$ cat config.mk
export PLATFORM = sky130hd
export DESIGN_NAME = att_front
export DESIGN_NICKNAME = d
export VERILOG_FILES = /design/src/hw/rtl/att_pkg.sv /design/src/hw/rtl/att_front.sv
export SDC_FILE = /design/constraint.sdc
export NUM_CORES = 1
export LEC_CHECK = 0
export BUFFER_PORTS_ARGS = -buffer_cell sky130_fd_sc_hd__buf_2
export CAP_MARGIN = 0
export CORE_UTILIZATION = 53
export CTS_CLUSTER_DIAMETER = 150
export DETAILED_ROUTE_END_ITERATION = 10
export PLACE_DENSITY = 0.89
export REMOVE_ABC_BUFFERS = 1
export SLEW_MARGIN = 10
export SYNTH_ARGS = -nofsm -noshare
export SYNTH_HDL_FRONTEND = slang
export SYNTH_SLANG_ARGS = --single-unit
$ cat constraint.sdc
create_clock -name clk_i -period 2.4 [get_ports clk_i]
set_input_delay 0.72 -clock clk_i [delete_from_list [all_inputs] [get_ports clk_i]]
set_output_delay 0.72 -clock clk_i [all_outputs]
set_load 0.05 [all_outputs]
$ cat src/hw/rtl/att_pkg.sv
package att_pkg;

  localparam int unsigned COLS     = 80;
  localparam int unsigned ROWS     = 25;
  localparam int unsigned CELLS    = COLS * ROWS;
  localparam int unsigned MAXP     = 8;
  localparam int unsigned TAB      = 8;
  localparam int unsigned ADDR_W   = 11;
  localparam int unsigned ROW_W    = 5;
  localparam int unsigned COL_W    = 7;
  localparam int unsigned PCNT_W   = $clog2(MAXP + 1);
  localparam int unsigned PIDX_W   = (MAXP > 1) ? $clog2(MAXP) : 1;
  localparam int unsigned QDEPTH   = 2;

  localparam logic [7:0] CH_ESC   = 8'h1B;
  localparam logic [7:0] CH_LBRK  = 8'h5B;
  localparam logic [7:0] CH_SEMI  = 8'h3B;
  localparam logic [7:0] CH_SGR   = 8'h6D;
  localparam logic [7:0] CH_HOME  = 8'h48;
  localparam logic [7:0] CH_CLEAR = 8'h4A;
  localparam logic [7:0] CH_LF    = 8'd10;
  localparam logic [7:0] CH_CR    = 8'd13;
  localparam logic [7:0] CH_BS    = 8'd8;
  localparam logic [7:0] CH_TAB   = 8'd9;
  localparam logic [7:0] CH_SPACE = 8'h20;
  localparam logic [7:0] FIN_LO   = 8'h40;
  localparam logic [7:0] FIN_HI   = 8'h7E;
  localparam logic [7:0] DIG_LO   = 8'h30;
  localparam logic [7:0] DIG_HI   = 8'h39;

  localparam logic [1:0] ESC_NONE = 2'd0;
  localparam logic [1:0] ESC_SEEN = 2'd1;
  localparam logic [1:0] ESC_CSI  = 2'd2;

  typedef enum logic [3:0] {
    CL_READ, CL_ESC, CL_LBRK, CL_DIGIT, CL_SEMI, CL_SGR, CL_HOME, CL_CLEAR,
    CL_FINAL, CL_LF, CL_CR, CL_BS, CL_TAB, CL_OTHER
  } cls_e;

  typedef struct packed {
    cls_e              cls;
    logic [7:0]        char_code;
    logic [ADDR_W-1:0] addr;
  } item_t;

  function automatic logic [2:0] colour_map(input logic [2:0] c);
    case (c)
      3'd0: colour_map = 3'd0;
      3'd1: colour_map = 3'd4;
      3'd2: colour_map = 3'd2;
      3'd3: colour_map = 3'd6;
      3'd4: colour_map = 3'd1;
      3'd5: colour_map = 3'd5;
      3'd6: colour_map = 3'd3;
      default: colour_map = 3'd7;
    endcase
  endfunction

  function automatic logic [ADDR_W-1:0] cell_idx(input logic [ROW_W-1:0] r,
                                                 input logic [COL_W-1:0] c);
    cell_idx = ADDR_W'(ADDR_W'(r) * ADDR_W'(COLS) + ADDR_W'(c));
  endfunction

endpackage

$ cat src/hw/rtl/att_front.sv
module att_front (
  input  logic                        clk_i,
  input  logic                        rst_ni,
  input  logic                        busy_i,
  input  logic                        push_i,
  output logic                        full_o,
  input  logic                        action_i,
  input  logic [7:0]                  char_code_i,
  input  logic [att_pkg::ADDR_W-1:0]  cell_address_i,
  output logic                        valid_o,
  output att_pkg::item_t              item_o,
  input  logic                        pop_i
);

  att_pkg::item_t ent_q [att_pkg::QDEPTH];
  logic           wptr_q, rptr_q;
  logic [1:0]     cnt_q;
  att_pkg::cls_e  cls;
  logic           do_push, do_pop;

  always_comb begin
    if (action_i) begin
      cls = att_pkg::CL_READ;
    end else if (char_code_i == att_pkg::CH_ESC) begin
      cls = att_pkg::CL_ESC;
    end else if (char_code_i == att_pkg::CH_LBRK) begin
      cls = att_pkg::CL_LBRK;
    end else if (char_code_i >= att_pkg::DIG_LO && char_code_i <= att_pkg::DIG_HI) begin
      cls = att_pkg::CL_DIGIT;
    end else if (char_code_i == att_pkg::CH_SEMI) begin
      cls = att_pkg::CL_SEMI;
    end else if (char_code_i == att_pkg::CH_SGR) begin
      cls = att_pkg::CL_SGR;
    end else if (char_code_i == att_pkg::CH_HOME) begin
      cls = att_pkg::CL_HOME;
    end else if (char_code_i == att_pkg::CH_CLEAR) begin
      cls = att_pkg::CL_CLEAR;
    end else if (char_code_i >= att_pkg::FIN_LO && char_code_i <= att_pkg::FIN_HI) begin
      cls = att_pkg::CL_FINAL;
    end else if (char_code_i == att_pkg::CH_LF) begin
      cls = att_pkg::CL_LF;
    end else if (char_code_i == att_pkg::CH_CR) begin
      cls = att_pkg::CL_CR;
    end else if (char_code_i == att_pkg::CH_BS) begin
      cls = att_pkg::CL_BS;
    end else if (char_code_i == att_pkg::CH_TAB) begin
      cls = att_pkg::CL_TAB;
    end else begin
      cls = att_pkg::CL_OTHER;
    end
  end

  assign full_o  = busy_i || (cnt_q == 2'(att_pkg::QDEPTH));
  assign valid_o = (cnt_q != 2'd0);
  assign item_o  = ent_q[rptr_q];
  assign do_push = push_i && !full_o;
  assign do_pop  = pop_i && valid_o;

  always_ff @(posedge clk_i) begin
    if (do_push) begin
      ent_q[wptr_q] <= '{cls: cls, char_code: char_code_i, addr: cell_address_i};
    end
  end

  always_ff @(posedge clk_i or negedge rst_ni) begin
    if (!rst_ni) begin
      wptr_q <= 1'b0;
      rptr_q <= 1'b0;
      cnt_q  <= 2'd0;
    end else begin
      if (do_push) wptr_q <= ~wptr_q;
      if (do_pop)  rptr_q <= ~rptr_q;
      cnt_q <= cnt_q + 2'(do_push) - 2'(do_pop);
    end
  end

endmodule

# Yosys cells after proc, flatten, opt, wreduce, memory -nomap -nowiden
# Memories as Yosys holds them, arrays and structs flattened.
# Cells that the tools add are included.
# word_totals
output_inout_bits	25
in_bits	25
word_cells	45
n_memories	1
ram_bits	46
register_bits	4
# mem_list
memory	words	word_bits	read_ports	rd_clocked_by_memory_dff	write_ports	line	text
ent_q	2	23	1	0	1	att_front.sv:15	att_pkg::item_t ent_q [att_pkg::QDEPTH];
# classes
n_bitwise	2
n_mux	15
reduce_logical	7
n_lt_le_gt_ge	4
n_eq_ne	11
add_sub_neg	2
# op_table
operator	count
8-bit by 4-bit equality test with 1-bit output, second input constant	4
8-bit by 7-bit equality test with 1-bit output, second input constant	4
4-bit two-way mux	8
3-bit two-way mux	4
8-bit by 5-bit equality test with 1-bit output, second input constant	1
8-bit by 6-bit equality test with 1-bit output, second input constant	1
8-bit by 6-bit >= comparator with 1-bit output, second input constant	1
8-bit by 7-bit >= comparator with 1-bit output, second input constant	1
8-bit by 6-bit <= comparator with 1-bit output, second input constant	1
8-bit by 7-bit <= comparator with 1-bit output, second input constant	1
1-bit logical AND	4
1-bit two-way mux	3
2-bit by 1-bit adder with 2-bit output	1
2-bit equality test, second input constant	1
1-bit inverter	2
2-bit nonzero test	1
2-bit by 1-bit subtractor with 2-bit output	1
1-bit zero test	1
1-bit logical OR	1

# Longest topological paths before layout
# depth
word_depth	14
ltp_mapped	8
mapped_depth_nobuf	8

# Worst setup path after synthesis
# No wires, ideal clock.
# synth_timing
path_kind	input to register
startpoint	input busy_i
endpoint	memory ent_q[0][0] in the netlist's numbering, enable pin
t_arrival_ns	2.006
slack_ns	-0.009
stages	3
t_required_ns	1.997
n_path_buf	0
setup_ns	0.403
path_cell_list	a21oi_1 -> nand2_1 -> nor2_1
# synth_via
elab_chain_cells	5
# synth_lines
element	line	text
start, declared	att_front.sv:4	input logic busy_i,
1-bit logical OR	att_front.sv:53	assign full_o = busy_i || (cnt_q == 2'(att_pkg::QDEPTH));
1-bit zero test	att_front.sv:56	assign do_push = push_i && !full_o;
1-bit logical AND	att_front.sv:56	
1-bit two-way mux	att_front.sv:60	if (do_push) begin
1-bit two-way mux (not written as such)	att_front.sv:61	ent_q[wptr_q] <= '{cls: cls, char_code: char_code_i, addr: cell_address_i};
end, declared	att_front.sv:15	
# No other way between the ends.

==> results.md <==
Clocking:
- The cell at the root of the clock tree is sky130_fd_sc_hd__clkbuf_8.
- The cts-stage hold buffer count is 0.
- Clock tree synthesis found a total of 50 sinks.
- The post-cts repair resize count is 0.
- The clock tree buffer depth is 2.
- The clock slew seen by the registers of the worst setup and hold paths is about 0.080 ns.
- At the later pin of the worst-skew pair, clock insertion delay measures between 0.2 and 0.3 ns.
- The number of buffers added by the clock tree synthesis step is 5.
- The H-tree was split into 2 levels.
- Post-CTS timing repair inserted 0 buffers for setup.
- TritonCTS built the clock tree.

STA:
- At the pin with the least slew margin, the transition time is 0.398 ns.
- The worst path uses 90.5% of the clock period.
- The final setup violation count is 0.
- The number of failing hold endpoints at the final stage is 0.
- The final-report max-slew violation count was 0.
- The highest achievable clock rate is 460 MHz.
- Across all hold checks on the routed design, the worst slack comes to approximately 0.21 ns.
- Setup repair after global routing left no endpoint under its margin.
- The clock tree skew after final layout is approximately 0.0056 ns.
- The worst path in the final design needs a cycle of about 2.2 ns, including I/O delays and setup.
- The headroom to the max-slew limit is approximately 73%.
- Summed over all failing endpoints, the final setup total negative slack is 0 ns.

Final layout:
- The core occupancy in the finished layout is roughly 67%.
- The post-route netlist has 50.3% of its cells at a drive strength greater than 1.
- The area growth from synthesis to layout is 18.4%.
- The count of cells in the finished layout, fillers not included, comes to ~230.
- The most common cell after layout, fill and taps aside is sky130_fd_sc_hd__buf_2.
- The number of nets in the layout is 211.
- The layout filler cell count is ~270.
- Leaving out fill and tap cells, the most frequent cells in the layout are sky130_fd_sc_hd__buf_2 (49), sky130_fd_sc_hd__edfxtp_1 (46), sky130_fd_sc_hd__mux2_2 (23).
- The repair_antennas step left the layout with diodes totalling 0.

Routing:
- In the routed layout, each cell is associated on average with a via count of ~5.4.
- The DRC marker count from the first detailed-route iteration is 69.
- The final routed wirelength across all metal layers is roughly 3.3 mm.
- The post-detailed-route DRC marker count is 0.
- The first-pass iteration count of the detailed router is 4.
- The total vias in the final route is about 1300.
- The detailed-route wire length per cell is ~14 um.
- The number of nets still failing antenna checks after routing is 0.

Setup path:
- The endpoint of the lowest-slack register-to-register path is cnt_q[1]$_DFF_PN0_.
- The worst register-to-register path begins at cnt_q[1]$_DFF_PN0_.
- In this run the register-to-register setup slack is approximately 0.65 ns.
- Data arrives at the worst endpoint at approximately 1.5 ns.
- The worst setup path startpoint is rptr_q$_DFFE_PN0P_.
- At the worst endpoint, the required time is ~1.7 ns.
- The element type at the critical path end is an output pin.
- The type of origin of the critical path is a register.
- The maximum net fanout on the critical path is 15.
- The worst setup path is of the reg2out kind.
- The worst register-to-register path has a depth of 7.
- The most critical setup path has its endpoint at item_o[11].

Power and ir drop:
- The worst supply voltage drop on vdd is approximately 0.59 mV.
- The standby leakage power is around 0.94 nW.
- Power spread over the standard cell area amounts to ~1100 nW/um^2.

Placed design:
- Detailed placement ended at an HPWL of 2.39 mm.
- Once placement completed, the tool counted placed cells totaling between 200 and 250.
- At the end of routability-driven placement, the weighted congestion stood at between 0.8 and 0.9.
- The count of buffers added on input and output ports is between 40 and 50.

Logic synthesis:
- The synthesized area per cell is between 15 and 20 sq um.
- After synthesis, the largest family of logic cells by area is multiplexers.
- Multiplexer cells account for about an eighth of the synthesized area.
- The number of warnings printed during yosys synthesis is 0.
- In the synthesized netlist, the number of instances is 129.
- Summing every instance area after synthesis gives roughly 2100 sq um.
- Summed over its instances, the top area cell type makes up ~65% of the synthesized netlist area.
- The synthesized netlist devotes under 10% of its cell area to XOR and XNOR gates.
- Sequential elements use 69.2% of the synthesized area.
- The largest total area in the synthesized netlist belongs to sky130_fd_sc_hd__edfxtp_1.
- The distinct cell type count after synthesis is 33.
- The simple-gate area share of the yosys netlist is around 7.4%.
- The flip-flop and latch count after synthesis is 50.
- The synthesized netlist devotes 5.90% of its cell area to compound gates.
- Summing the areas of all fa, ha and maj instances in the mapped netlist gives under 10% of the synthesized area.
- After synthesis, the cell types taking the most area are sky130_fd_sc_hd__edfxtp_1 (65%), sky130_fd_sc_hd__mux2_2 (12%), sky130_fd_sc_hd__dfrtp_1 (4.7%).

Die:
- The die outline height is 65.6 um.
- The core area is between 3000 and 4000 sq um.
- For this design the top-level I/O count stands at 50.
- After floorplanning, the core was divided into 22 placement rows.
- The overall die area is about 4300 sq um.
- The horizontal extent of the die is 65.6 um.
- For this configuration, the core starts out at a cell density of between 50% and 60%.

Global routing:
- The initial antenna violation count is 0.
- The first global-routing pass estimated ~5.5 mm of wire.
- The leftover overflow at the end of global routing is 0.
- The all-layer global routing usage is around 18%.
- Entering global routing, the biggest net connects 24 pins.
- The number of global-route vias before repair was ~1200.

Run status:
- The flow ran to the end, and the final reports show no timing, DRC or antenna violations.

Hold path:
- The path class of the tightest hold or removal check is in2async.

Job:
- The number of max-capacitance violations reported is 0.
==> critical path, cell delays in order (launching register included) <==
cell and delay [ns]:
sky130_fd_sc_hd__dfrtp_1 0.35, sky130_fd_sc_hd__buf_4 0.23, sky130_fd_sc_hd__mux2_2 0.36, sky130_fd_sc_hd__buf_2 0.21
==> power by group <==
part | internal [W] | switching, W
registers | 0.00110 | 0.0000461
clock network | 0.000199 | 0.000246
logic | 0.000372 | 0.000841
==> how the worst min path moves through the flow <==
stage,cells past startpoint,startpoint,end
after global placement,1,cnt_q[1]$_DFF_PN0_,cnt_q[1]$_DFF_PN0_
after global routing,1,rst_ni,cnt_q[0]$_DFF_PN0_
after floorplan,0,rst_ni,cnt_q[0]$_DFF_PN0_
after detailed placement,1,cnt_q[1]$_DFF_PN0_,cnt_q[1]$_DFF_PN0_
final,1,rst_ni,cnt_q[0]$_DFF_PN0_
after CTS,1,rst_ni,cnt_q[0]$_DFF_PN0_
==> stage by stage <==
stage	worst slack (ns)	area (sq um)	total power (W)
floorplan	-0.00917	2110	0.00210
global placement	0.422	2450	0.00236
detailed placement	0.327	2450	0.00239
CTS	0.200	2530	0.00284
global route	0.145	2530	0.00295
finish	0.227	2530	0.00280
==> flip-flops by register name, indices dropped and copies added (netlist names) <==
| register | cells |
|---|---|
| cnt_q | 2 |
| rptr_q | 1 |
| ent_q | 46 |
| wptr_q | 1 |
==> Yosys cell counts <==
library cell,n
sky130_fd_sc_hd__nor2_1,3
sky130_fd_sc_hd__nand2_1,3
sky130_fd_sc_hd__dfrtp_1,4
sky130_fd_sc_hd__o21ai_0,3
sky130_fd_sc_hd__and2_1,1
sky130_fd_sc_hd__o2bb2ai_1,2
sky130_fd_sc_hd__nor3b_2,2
sky130_fd_sc_hd__buf_4,2
sky130_fd_sc_hd__a2111oi_2,1
sky130_fd_sc_hd__nor4b_2,1
sky130_fd_sc_hd__a221oi_2,1
sky130_fd_sc_hd__xnor2_1,3
sky130_fd_sc_hd__and3_1,1
sky130_fd_sc_hd__a32oi_1,1
sky130_fd_sc_hd__or2_2,2
sky130_fd_sc_hd__edfxtp_1,46
sky130_fd_sc_hd__a21oi_1,6
sky130_fd_sc_hd__ha_1,2
sky130_fd_sc_hd__nand3_1,1
sky130_fd_sc_hd__o22ai_1,1
sky130_fd_sc_hd__nand3_2,1
sky130_fd_sc_hd__xor2_1,2
sky130_fd_sc_hd__clkbuf_1,1
sky130_fd_sc_hd__inv_1,5
sky130_fd_sc_hd__nor4_2,1
sky130_fd_sc_hd__nor3_1,1
sky130_fd_sc_hd__buf_2,2
sky130_fd_sc_hd__a211o_1,1
sky130_fd_sc_hd__nor4b_1,1
sky130_fd_sc_hd__nor3b_1,3
sky130_fd_sc_hd__nand2b_1,1
sky130_fd_sc_hd__o21ba_1,1
sky130_fd_sc_hd__mux2_2,23
==> cell type report <==
cell class	instances	area, sq um	area share [%]
Timing Repair Buffer	53	275	10.9
Multi-Input combinational cell	69	614	24.2
Inverter	5	18.8	0.740
Tap cell	48	60.1	2.37
Clock inverter	3	16.3	0.642
Sequential cell	50	1480	58.4
Clock buffer	5	68.8	2.71
==> layer usage <==
metal | vias up | share of wire (%) | global-route usage [%]
li1 | 603 | - | -
met1 | 601 | 42 | 22.4
met2 | 45 | 53 | 29.5
met3 | 2 | 5.0 | 5.21
met4 | 0 | 0.30 | 5.71
met5 | - | 0 | 0
==> logic make-up (layout without fill, tap and decap cells) <==
logic type / count (synthesis) / count (layout)
compound gates: 17 / 17
xor+xnor: 5 / 5
fa+ha+maj: 2 / 2
buf+inv: 10 / 66
flops: 50 / 50
mux: 23 / 23
simple gates: 22 / 22
Power figures use the tool's default switching activity.
